## config.mk

```make
export PLATFORM = sky130hd
export DESIGN_NAME = mhl_mac_unit
export DESIGN_NICKNAME = d
export VERILOG_FILES = /design/src/sv/mhl_pkg.sv /design/src/sv/mhl_mac_unit.sv
export SDC_FILE = /design/constraint.sdc
export NUM_CORES = 1
export LEC_CHECK = 0
export ABC_AREA = 1
export BUFFER_PORTS_ARGS = -buffer_cell sky130_fd_sc_hd__buf_2
export CELL_PAD_IN_SITES_DETAIL_PLACEMENT = 1
export CELL_PAD_IN_SITES_GLOBAL_PLACEMENT = 1
export CORE_MARGIN = 2
export CORE_UTILIZATION = 50
export CTS_CLUSTER_DIAMETER = 30
export DETAILED_ROUTE_END_ITERATION = 8
export GPL_ROUTABILITY_DRIVEN = 0
export PLACE_DENSITY = 0.9
export SLEW_MARGIN = 30
export SYNTH_ARGS = -nofsm -noshare
export SYNTH_HDL_FRONTEND = slang
export SYNTH_SLANG_ARGS = --single-unit
```

## constraint.sdc

```tcl
create_clock -name clock -period 9.8 [get_ports clock]
set_clock_uncertainty 0.15 [all_clocks]
set_input_delay 1.47 -clock clock [delete_from_list [all_inputs] [get_ports clock]]
set_output_delay 1.47 -clock clock [all_outputs]
set_load 0.01 [all_outputs]
```

## src/sv/mhl_pkg.sv

```systemverilog
// ============================================================================
// mhl_pkg: shared definitions for the hidden layer evaluator
// Field widths, codes, sequencer types and the sigmoid table procedure.
// ============================================================================
`default_nettype none

package mhl_pkg;

   localparam int CMD_W      = 1;
   localparam int WIDX_W     = 9;
   localparam int VALUE_W    = 16;
   localparam int OUT_W      = 32;
   localparam int VCNT_W     = 5;
   localparam int CSR_IDX_W  = 2;
   localparam int CSR_DATA_W = 15;
   localparam int DIM_W      = 5;
   localparam int LIMIT_W    = 15;
   localparam int ARG_W      = 40;
   localparam int SUM_W      = 48;
   localparam int MUL_B_W    = 17;
   localparam int PROD_W     = 33;
   localparam int ROM_W      = 16;
   localparam int FRAC_W     = 12;
   localparam int SIG_SHIFT  = 16;
   localparam int ARG_SPAN_LOG = 28;

   localparam int MAX_INPUTS_DEF      = 16;
   localparam int MAX_NODES_DEF       = 16;
   localparam int SIGMOID_ENTRIES_DEF = 256;

   localparam logic [DIM_W-1:0]   DIM_RESET   = DIM_W'(1);
   localparam logic [DIM_W-1:0]   NODES_RESET = DIM_W'(1);
   localparam logic [LIMIT_W-1:0] LIMIT_RESET = LIMIT_W'(32767);

   localparam logic CMD_WEIGHT = 1'b0;
   localparam logic CMD_SAMPLE = 1'b1;

   localparam logic [CSR_IDX_W-1:0] CSR_DIMENSION = CSR_IDX_W'(0);
   localparam logic [CSR_IDX_W-1:0] CSR_NODES     = CSR_IDX_W'(1);
   localparam logic [CSR_IDX_W-1:0] CSR_LIMIT     = CSR_IDX_W'(2);

   localparam logic signed [ARG_W-1:0] ARG_LO = -(ARG_W'(1) << (ARG_SPAN_LOG - 1));
   localparam logic signed [ARG_W-1:0] ARG_HI = ARG_W'(1) << (ARG_SPAN_LOG - 1);

   localparam logic signed [SUM_W-1:0] SAT_HI = (SUM_W'(1) << (OUT_W - 1)) - SUM_W'(1);
   localparam logic signed [SUM_W-1:0] SAT_LO = -(SUM_W'(1) << (OUT_W - 1));

   localparam logic signed [MUL_B_W-1:0] BIAS_SCALE = MUL_B_W'(1) << FRAC_W;

   localparam logic [63:0] ONE_Q32 = 64'd1 << 32;

   typedef enum logic [2:0] {
      ST_IDLE,
      ST_ISSUE,
      ST_DRAIN,
      ST_ACT,
      ST_OUTMUL,
      ST_OUTACC,
      ST_FINISH
   } state_type;

   typedef enum logic [1:0] {
      TAG_NONE,
      TAG_OW,
      TAG_MAC,
      TAG_BIAS
   } tag_type;

   typedef enum logic {
      DEST_ARG,
      DEST_SUM
   } dest_type;

   typedef struct packed {
      logic     mul_valid;
      dest_type dest;
      logic     clear_arg;
      logic     clear_sum;
   } mac_ctrl_type;

   function automatic logic [63:0] mul_q32(input logic [63:0] a, input logic [63:0] b);
      logic [127:0] p;
      p = {64'd0, a} * {64'd0, b};
      return p[95:32];
   endfunction

   // Restoring shift and subtract division, used only while the table is built.
   function automatic logic [63:0] div_u64(input logic [63:0] num, input logic [63:0] den);
      logic [64:0] rem;
      logic [63:0] quo;
      rem = '0;
      quo = '0;
      for (int i = 63; i >= 0; i--) begin
         rem = {rem[63:0], num[i]};
         if (rem >= {1'b0, den}) begin
            rem    = rem - {1'b0, den};
            quo[i] = 1'b1;
         end
      end
      return quo;
   endfunction

   // Table entry k of n: sigmoid at the centre of bin k over [-8, 8), in Q0.16.
   function automatic logic [ROM_W-1:0] sigmoid_entry(input int k, input int n);
      longint     m;
      logic [63:0] mag;
      logic [63:0] f;
      logic [63:0] term;
      logic [63:0] e;
      logic [63:0] den;
      logic [63:0] num;
      logic [63:0] val;
      m = 2 * longint'(k) + 1 - longint'(n);
      mag = (m < 0) ? 64'(-m) : 64'(m);
      f = div_u64(mag << 32, 64'(n));
      term = ONE_Q32;
      e = ONE_Q32;
      for (int t = 1; t <= 30; t++) begin
         term = div_u64(mul_q32(term, f), 64'(t));
         e = e + term;
      end
      e = mul_q32(e, e);
      e = mul_q32(e, e);
      e = mul_q32(e, e);
      den = e + ONE_Q32;
      num = (m > 0) ? e : ONE_Q32;
      val = div_u64(num * 64'd65536 + (den >> 1), den);
      return (val > 64'd65535) ? 16'hFFFF : val[ROM_W-1:0];
   endfunction

endpackage

`default_nettype wire

```

## src/sv/mhl_mac_unit.sv

```systemverilog
// ============================================================================
// mhl_mac_unit: shared multiply and accumulate unit
// One registered multiplier feeding the node argument or the output sum.
// ============================================================================
`default_nettype none

module mhl_mac_unit (
   input  wire logic                                clock,
   input  wire logic                                reset,
   input  wire mhl_pkg::mac_ctrl_type               ctrl,
   input  wire logic signed [mhl_pkg::VALUE_W-1:0]  op_a,
   input  wire logic signed [mhl_pkg::MUL_B_W-1:0]  op_b,
   output      logic signed [mhl_pkg::ARG_W-1:0]    arg,
   output      logic signed [mhl_pkg::SUM_W-1:0]    sum,
   output      logic                                busy
);

   logic signed [mhl_pkg::PROD_W-1:0] prod_ff;
   logic signed [mhl_pkg::PROD_W-1:0] prod_in;
   logic                              prod_valid_ff;
   mhl_pkg::dest_type                 dest_ff;
   logic signed [mhl_pkg::ARG_W-1:0]  arg_ff;
   logic signed [mhl_pkg::ARG_W-1:0]  arg_in;
   logic signed [mhl_pkg::SUM_W-1:0]  sum_ff;
   logic signed [mhl_pkg::SUM_W-1:0]  sum_in;

   assign prod_in = mhl_pkg::PROD_W'(op_a) * mhl_pkg::PROD_W'(op_b);

   always_comb begin
      if (ctrl.clear_arg) begin
         arg_in = '0;
      end else if (prod_valid_ff && dest_ff == mhl_pkg::DEST_ARG) begin
         arg_in = arg_ff + mhl_pkg::ARG_W'(prod_ff);
      end else begin
         arg_in = arg_ff;
      end
      if (ctrl.clear_sum) begin
         sum_in = '0;
      end else if (prod_valid_ff && dest_ff == mhl_pkg::DEST_SUM) begin
         sum_in = sum_ff + mhl_pkg::SUM_W'(prod_ff);
      end else begin
         sum_in = sum_ff;
      end
   end

   always_ff @(posedge clock) begin
      if (reset) begin
         prod_valid_ff <= 1'b0;
         dest_ff       <= mhl_pkg::DEST_ARG;
         arg_ff        <= '0;
         sum_ff        <= '0;
      end else begin
         prod_valid_ff <= ctrl.mul_valid;
         dest_ff       <= ctrl.dest;
         arg_ff        <= arg_in;
         sum_ff        <= sum_in;
      end
   end

   always_ff @(posedge clock) begin
      prod_ff <= prod_in;
   end

   assign arg  = arg_ff;
   assign sum  = sum_ff;
   assign busy = prod_valid_ff;

endmodule

`default_nettype wire

```

# After elaboration in Yosys (flattened, before gate mapping)
# Cells that the tools add are included.
dict set report totals {
  register_bits 123
  latchBits 0
  ram_bits 0
  romBits 0
  output_inout_bits 89
  mem_count 0
}
dict set report op_classes {
  n_addsub 2
  n_mul 1
  n_div 0
  magnitude_cmp 0
  eq_ne 0
  n_shift 0
  muxes 0
  n_bitwise 1
  reduce_logical 4
}
# cell n
set op_table {}
lappend op_table {{adder 48 x 33 -> 48 bit} 1}
lappend op_table {{adder 40 x 33 -> 40 bit} 1}
lappend op_table {{multiplier 16 x 17 -> 33 bit} 1}
lappend op_table {{OR reduction 2 bit} 2}
lappend op_table {{logical AND 1 bit} 2}
lappend op_table {{NOT 1 bit} 1}

# Longest topological paths before layout
# Gate-level depths: netlist of run 1.
dict set report depth {
  word_depth 2
  depth_mapped 27
  mapped_depth_nobuf 25
}

# Worst setup path before layout of run 1
# No wires, ideal clock.
dict set report synth_timing {
  path_kind {in2reg}
  startpoint {in op_a[5] in the netlist's numbering}
  endpoint {reg prod_ff[30] in the netlist's numbering}
  arrival_time_ns 6.584
  required_ns 9.538
  setup_slack_ns 2.953
  path_stages 20
  path_buffers 2
  cell_sequence {clkbuf_1 clkbuf_1 nand2_1 fa_1 inv_1 fa_1 fa_1 fa_1 fa_1 inv_1 fa_1 inv_1 ha_1 a21o_1 a31oi_1 nor2_1 nor4_1 nand2_1 nand2_1 nand2_1}
}
dict set report synth_via {
  elab_chain_cells 1
}
# item line
set synth_lines {}
lappend synth_lines {{start: declaration} mhl_mac_unit.sv:11} ;# input wire logic signed [mhl_pkg::VALUE_W-1:0] op_a,
lappend synth_lines {{multiplier 16 x 17 -> 33 bit} mhl_mac_unit.sv:27} ;# assign prod_in = mhl_pkg::PROD_W'(op_a) * mhl_pkg::PROD_W'(op_b);
lappend synth_lines {{via prod_in (one bit)} mhl_mac_unit.sv:19} ;# logic signed [mhl_pkg::PROD_W-1:0] prod_in;
lappend synth_lines {{end signal: assignment} mhl_mac_unit.sv:61} ;# prod_ff <= prod_in;
lappend synth_lines {{end: declaration} mhl_mac_unit.sv:18} ;# logic signed [mhl_pkg::PROD_W-1:0] prod_ff;
# The timed path passes the listed nets, and every way through them passes these cells.
# A chain may end at the register's enable or synchronous reset.

# Final worst setup path of run 1
dict set report layout_timing {
  startpoint {in op_a[1] in the netlist's numbering}
  endpoint {reg prod_ff[25] in the netlist's numbering}
}
# The elaborated chain is that of the path after synthesis.

==> results of run 1 <==
[logic make-up after synthesis]
kind of cell / after synthesis
adder cells (fa/ha/maj): 448
AO/OA/AOI/OAI: 340
buffers and inverters: 931
XOR/XNOR: 63
AND/OR/NAND/NOR: 1391
flip-flops: 123
[Yosys cell counts (3+ instances only)]
| library cell | n | area [um2] |
|---|---|---|
| nand4_1 | 43 | 269 |
| o21ai_1 | 6 | 30.0 |
| ha_1 | 170 | 2130 |
| nor3_1 | 13 | 65.1 |
| nand2_2 | 9 | 56.3 |
| buf_2 | 7 | 35.0 |
| nor2_2 | 9 | 56.3 |
| dfxtp_1 | 123 | 2460 |
| fa_1 | 278 | 5570 |
| or2_2 | 7 | 43.8 |
| o21ai_2 | 3 | 26.3 |
| clkbuf_1 | 77 | 289 |
| xnor2_1 | 13 | 114 |
| a21oi_1 | 133 | 666 |
| o21a_1 | 3 | 22.5 |
| o21bai_1 | 45 | 338 |
| a31o_1 | 3 | 26.3 |
| nand3_1 | 136 | 681 |
| inv_1 | 843 | 3160 |
| o21ai_0 | 120 | 601 |
| nand2_1 | 874 | 3280 |
| o221ai_1 | 3 | 26.3 |
| a21o_1 | 13 | 97.6 |
| nor2_1 | 287 | 1080 |
| xor2_1 | 50 | 438 |
| nand3_2 | 3 | 30.0 |
[metal layers]
metal / up-vias / track usage
li1: 9945 / -
met1: 10700 / 0.416
met2: 765 / 0.653
met3: 270 / 0.0377
met4: 0 / 0.200
met5: - / 0
[area by class of cell]
type	count	area, um2	area share
multi-input cells	2242	15800	0.675
flip-flops and latches	123	2460	0.105
repair buffers	132	673	0.0287
inverters	844	3170	0.135
well taps	585	732	0.0312
clock buffers	20	457	0.0195
clock inverters	11	121	0.00518
[through the flow]
stage	instances	worst slack (ns)	utilization
2_1_floorplan	3296	2.95	-
3_3_place_gp	3926	2.60	0.531
3_5_place_dp	3926	2.21	0.531
4_1_cts	3957	2.71	0.544
5_1_grt	3957	2.36	0.544
6_report	3957	2.69	0.544
[registers in the layout (all words and copies together), names as in the netlist]
register and cells:
arg 40, busy 1, dest_ff 1, prod_ff 33, sum 48
[worst max-delay path: stages]
cell and delay [ns]:
buf_2 0.32, nand2_1 0.18, inv_1 0.16, fa_1 0.55
fa_1 0.92, fa_1 0.55, fa_1 0.52, fa_1 0.50
inv_1 0.05, fa_1 0.48, inv_1 0.05, ha_1 0.41
nand2_1 0.12, nor2_1 0.22, inv_1 0.09, nor2_1 0.20
nand3_1 0.10, nand3_1 0.12, xor2_1 0.28
[worst max path at each step]
stage | startpoint | end | slack (ns) | depth (start not counted)
6_report | op_a[1] | prod_ff[25]$_DFF_P_ | 2.69 | 19
5_1_grt | op_a[1] | prod_ff[25]$_DFF_P_ | 2.36 | 19
4_1_cts | op_a[1] | prod_ff[25]$_DFF_P_ | 2.71 | 19
3_5_place_dp | op_a[1] | prod_ff[25]$_DFF_P_ | 2.21 | 19
3_3_place_gp | op_a[1] | prod_ff[25]$_DFF_P_ | 2.60 | 19
2_1_floorplan | op_a[5] | prod_ff[30]$_DFF_P_ | 2.95 | 20
==> reports/results.txt, run 1 <==
Status = completed
Total Routing Usage GR = 0.360
WS Path Type = input pin to register
Hold Vio Cnt, Final = 0
CP arrival = 7.30 ns
Top FF cell, synth = dfxtp_1
Wl on met1 = 31300 um
GRT overflow = 0
Worst reg2reg endpoint = arg[30]$_SDFFE_PP0P_
Initial antenna violation count = 0
Post-CTS setup buffers = 0
TritonCTS clock tree = yes
Met3 WL = 4010 um
Setup TNS = 0 ns
XOR/XNOR Fraction of Synth Area = 0.0253
Vias per std cell = 5.48
IO Port Bufs = 127
Dpl hpwl = 66600 um
WHS Path Cells = 2
Max FO, Critical Path = 17
Slew headroom = 0.498
Final hold slack = 0.351 ns
HP Start = sum[47]$_SDFFE_PP0P_
Number of synthesis warnings = 0
RSZ-0062 raised after global routing = no
Mux share of post-synthesis cell area = 0
I/O Pins = 128
Clock Tree Root = clkbuf_16
Core ar. = 43100 um2
Hold Path Class = register to register
Post-Syn Nets = 3783
Clock period minus worst slack = 7.11 ns
Layout Nets = 3847
Max-cap violations = 0
Vias in the first global route = 24000
Syn_area_per_cell = 6.61 um2
Num rows = 76
CP Capture Type = register
Least-Margin Pin Slew = 0.753 ns
Post-DRT Antenna Nets = 0
Largest family of logic cells by synthesized area = adder cells
Distinct cells, synth = 42
Final Max Slew Viols = 0
Layout cells sized above 1 = 0.0611
Die area = 45200 um2
Worst-skew pair later-pin latency = 0.46 ns
Async set-or-reset flop fraction in the synthesized netlist = 0
Clock Path Buffers = 2
Max Used Layer = met4
Routed wire length = 79500 um
FF-to-FF Start = prod_ff[0]$_DFF_P_
Post-Synth Adder-Cell Area = 0.353
DR WL met2 = 39700 um
Data required, critical path = 9.99 ns
Most frequent cells in the layout = 874 x nand2_1, 841 x inv_1, 284 x nor2_1, 278 x fa_1, 170 x ha_1
Drt pass-1 iters = 7
Clock Pin Slew Worst Setup and Hold Paths = 0.06 ns
H-tree depth = 4
Hold Path End = sum[47]$_SDFFE_PP0P_
Via count = 21700
Routed wire per std cell = 20.1 um
Simple-Gate Fraction of Synth Area = 0.259
Initial drt markers = 1219
Synth Area in Compound Gates = 0.0884
Endpoints failing setup = 0
Flop2flop setup slack = 6.56 ns
Cell count of the worst reg-to-reg path = 15
Post-synth EDFFs = 0
Area post-placement = 22900 um2
Clock sinks = 123
Commonest non-fill, non-tap cell in the layout = nand2_1
Post_cts resized = 0
Chip width = 213 um
First-pass GRT wire length = 126000 um
Largest net degree at the start of global routing = 69
Synth Register Bits = 123
Mapped cell area = 21800 um2
Final period util = 0.726
Final Cell Area = 23400 um2
Antenna Cells = 0
Fillcell total = 5951
Startpoint Class = input pin
Seq/Total Area, Yosys = 0.113
Die height = 213 um
Achievable frequency = 0.141 GHz
Cells after Synth = 3296
Hold Buf Count CTS = 0
CTS buffer count = 17
Area growth from synthesis to layout = 7.61%
# DRC = 0
Starting density of the core = 0.506
Power of run 1 is left out: the tool's default activity adds up to more than one toggle a clock period on the data nets, which glitch-free logic cannot reach.
==> run 2, diff against run 1 <==
CORE_UTILIZATION = 42   (was 50)
PLACE_DENSITY = 0.8   (was 0.9)
clock period = 6 ns   (was 9.8 ns; I/O delays follow)
==> reports/results.txt, run 2 (synthesis results as in run 1) <==
# DRC = 0 (unchanged)
Data required, critical path = 6.21 ns (was 9.99 ns)
Starting density of the core = 0.424 (was 0.506)
Commonest non-fill, non-tap cell in the layout = nand2_1 (unchanged)
Hold Vio Cnt, Final = 0 (unchanged)
Most frequent cells in the layout = 870 x nand2_1, 840 x inv_1, 275 x nor2_1, 273 x fa_1, 165 x ha_1 (was 874 x nand2_1, 841 x inv_1, 284 x nor2_1, 278 x fa_1, 170 x ha_1)
Dpl hpwl = 68300 um (was 66600 um)
Final Max Slew Viols = 0 (unchanged)
Total Routing Usage GR = 0.297 (was 0.360)
Flop2flop setup slack = 2.76 ns (was 6.56 ns)
Chip width = 232 um (was 213 um)
Initial drt markers = 1151 (was 1219)
Die area = 53700 um2 (was 45200 um2)
Slew headroom = 0.338 (was 0.498)
CTS buffer count = 17 (unchanged)
Max-cap violations = 0 (unchanged)
Least-Margin Pin Slew = 0.989 ns (was 0.753 ns)
RSZ-0062 raised after global routing = yes (was no)
H-tree depth = 4 (unchanged)
Hold Path End = sum[47]$_SDFFE_PP0P_ (unchanged)
Layout Nets = 4005 (was 3847)
Area growth from synthesis to layout = 15.1% (was 7.61%)
HP Start = sum[47]$_SDFFE_PP0P_ (unchanged)
Layout cells sized above 1 = 0.115 (was 0.0611)
WS Path Type = input pin to register (unchanged)
Final hold slack = 0.363 ns (was 0.351 ns)
First-pass GRT wire length = 126000 um (about the same)
Clock Tree Root = clkbuf_16 (unchanged)
Routed wire per std cell = 18.8 um (was 20.1 um)
Worst-skew pair later-pin latency = 0.46 ns (about the same)
IO Port Bufs = 127 (unchanged)
GRT overflow = 0 (unchanged)
Max FO, Critical Path = 7 (was 17)
Worst reg2reg endpoint = arg[30]$_SDFFE_PP0P_ (unchanged)
Via count = 21700 (about the same)
Clock Path Buffers = 2 (unchanged)
CP arrival = 6.10 ns (was 7.30 ns)
Status = completed (unchanged)
Achievable frequency = 0.170 GHz
Core ar. = 51300 um2 (was 43100 um2)
WHS Path Cells = 2 (unchanged)
Largest register FFs = 48 (unchanged)
Initial antenna violation count = 0 (unchanged)
Clock Pin Slew Worst Setup and Hold Paths = 0.06 ns (about the same)
Die height = 232 um (was 213 um)
CP Capture Type = register (unchanged)
I/O Pins = 128 (unchanged)
Vias in the first global route = 24000 (about the same)
Endpoints failing setup = 0 (unchanged)
Antenna Cells = 0 (unchanged)
Startpoint Class = input pin (unchanged)
Hold Buf Count CTS = 0 (unchanged)
Final period util = 0.981
Largest net degree at the start of global routing = 78 (was 69)
Num rows = 83 (was 76)
Routed wire length = 79000 um (was 79500 um)
Drt pass-1 iters = 5 (was 7)
Clock sinks = 123 (unchanged)
Hold Path Class = register to register (unchanged)
Vias per std cell = 5.16 (was 5.48)
FF-to-FF Start = prod_ff[0]$_DFF_P_ (unchanged)
TritonCTS clock tree = yes (unchanged)
Post-DRT Antenna Nets = 0 (unchanged)
Cell count of the worst reg-to-reg path = 15 (unchanged)
Clock period minus worst slack = 5.89 ns
## run 2: cell count changes in the layout (fill, tap and decap cells not counted), moves of 6 or more
cell,before,now
buf_4,5,160
clkbuf_4,0,13
a21oi_2,0,8
buf_12,0,6
a21oi_1,133,125
o21ai_0,120,113
nor2_2,11,18
nor2_1,284,275
buf_2,127,110
## run 2: worst max path at each step
stage               depth (start not counted)                  end  startpoint
finish                                     20  prod_ff[29]$_DFF_P_    op_b[12]
global route                               25  prod_ff[26]$_DFF_P_     op_a[5]
floorplan                                  21  prod_ff[30]$_DFF_P_    op_b[15]
detailed placement                         19  prod_ff[29]$_DFF_P_    op_b[16]
global placement                           17  prod_ff[29]$_DFF_P_    op_b[16]
CTS                                        20  prod_ff[29]$_DFF_P_    op_b[12]
## run 2: timing repair
item                                    CTS  global route
pin swaps                                 1            12
buffers inserted                          0             1
gates resized for setup                  13            59
gates cloned                              0             0
endpoints found under the setup margin    3            15
## run 2: cell type report
type,count,area [um2]
fill,6891,26200
timing repair buffer,290,1980
tap,680,851
clock buffer,20,447
sequential,123,2460
inverter,844,3170
clock inverter,11,123
multi-input combinational,2242,16000
## run 2: per-layer routing
metal | global-route usage | part of all wire
met2 | 0.545 | 0.50
met4 | 0.151 | 0.053
met1 | 0.346 | 0.41
met5 | 0 | 0
met3 | 0.0243 | 0.036
## run 2: per-stage QoR
step	cells	instance area, um2	util	worst slack [ns]	setup TNS [ns]
global route	4210	25100	0.489	-0.0502	-0.174
global placement	4178	24200	0.472	-0.482	-2.78
finish	4210	25100	0.489	0.113	0
floorplan	3296	21900	-	-0.0148	-0.0148
detailed placement	4178	24200	0.472	-0.657	-6.42
CTS	4209	24800	0.484	0.00922	0
## run 2: worst max-delay path, stage by stage
cell and delay [ns]:
buf_2 0.20, buf_6 0.17, nand2_1 0.09, fa_1 0.55, inv_1 0.05, fa_1 0.50
fa_1 0.59, fa_1 0.46, fa_1 0.50, inv_1 0.05, fa_1 0.47, inv_1 0.04
ha_1 0.31, buf_4 0.14, nand2_1 0.11, nor2_2 0.18, nand4_1 0.10, or2_2 0.35
nand3_4 0.11, xor2_4 0.20
Power of run 2 is left out for the same reason.
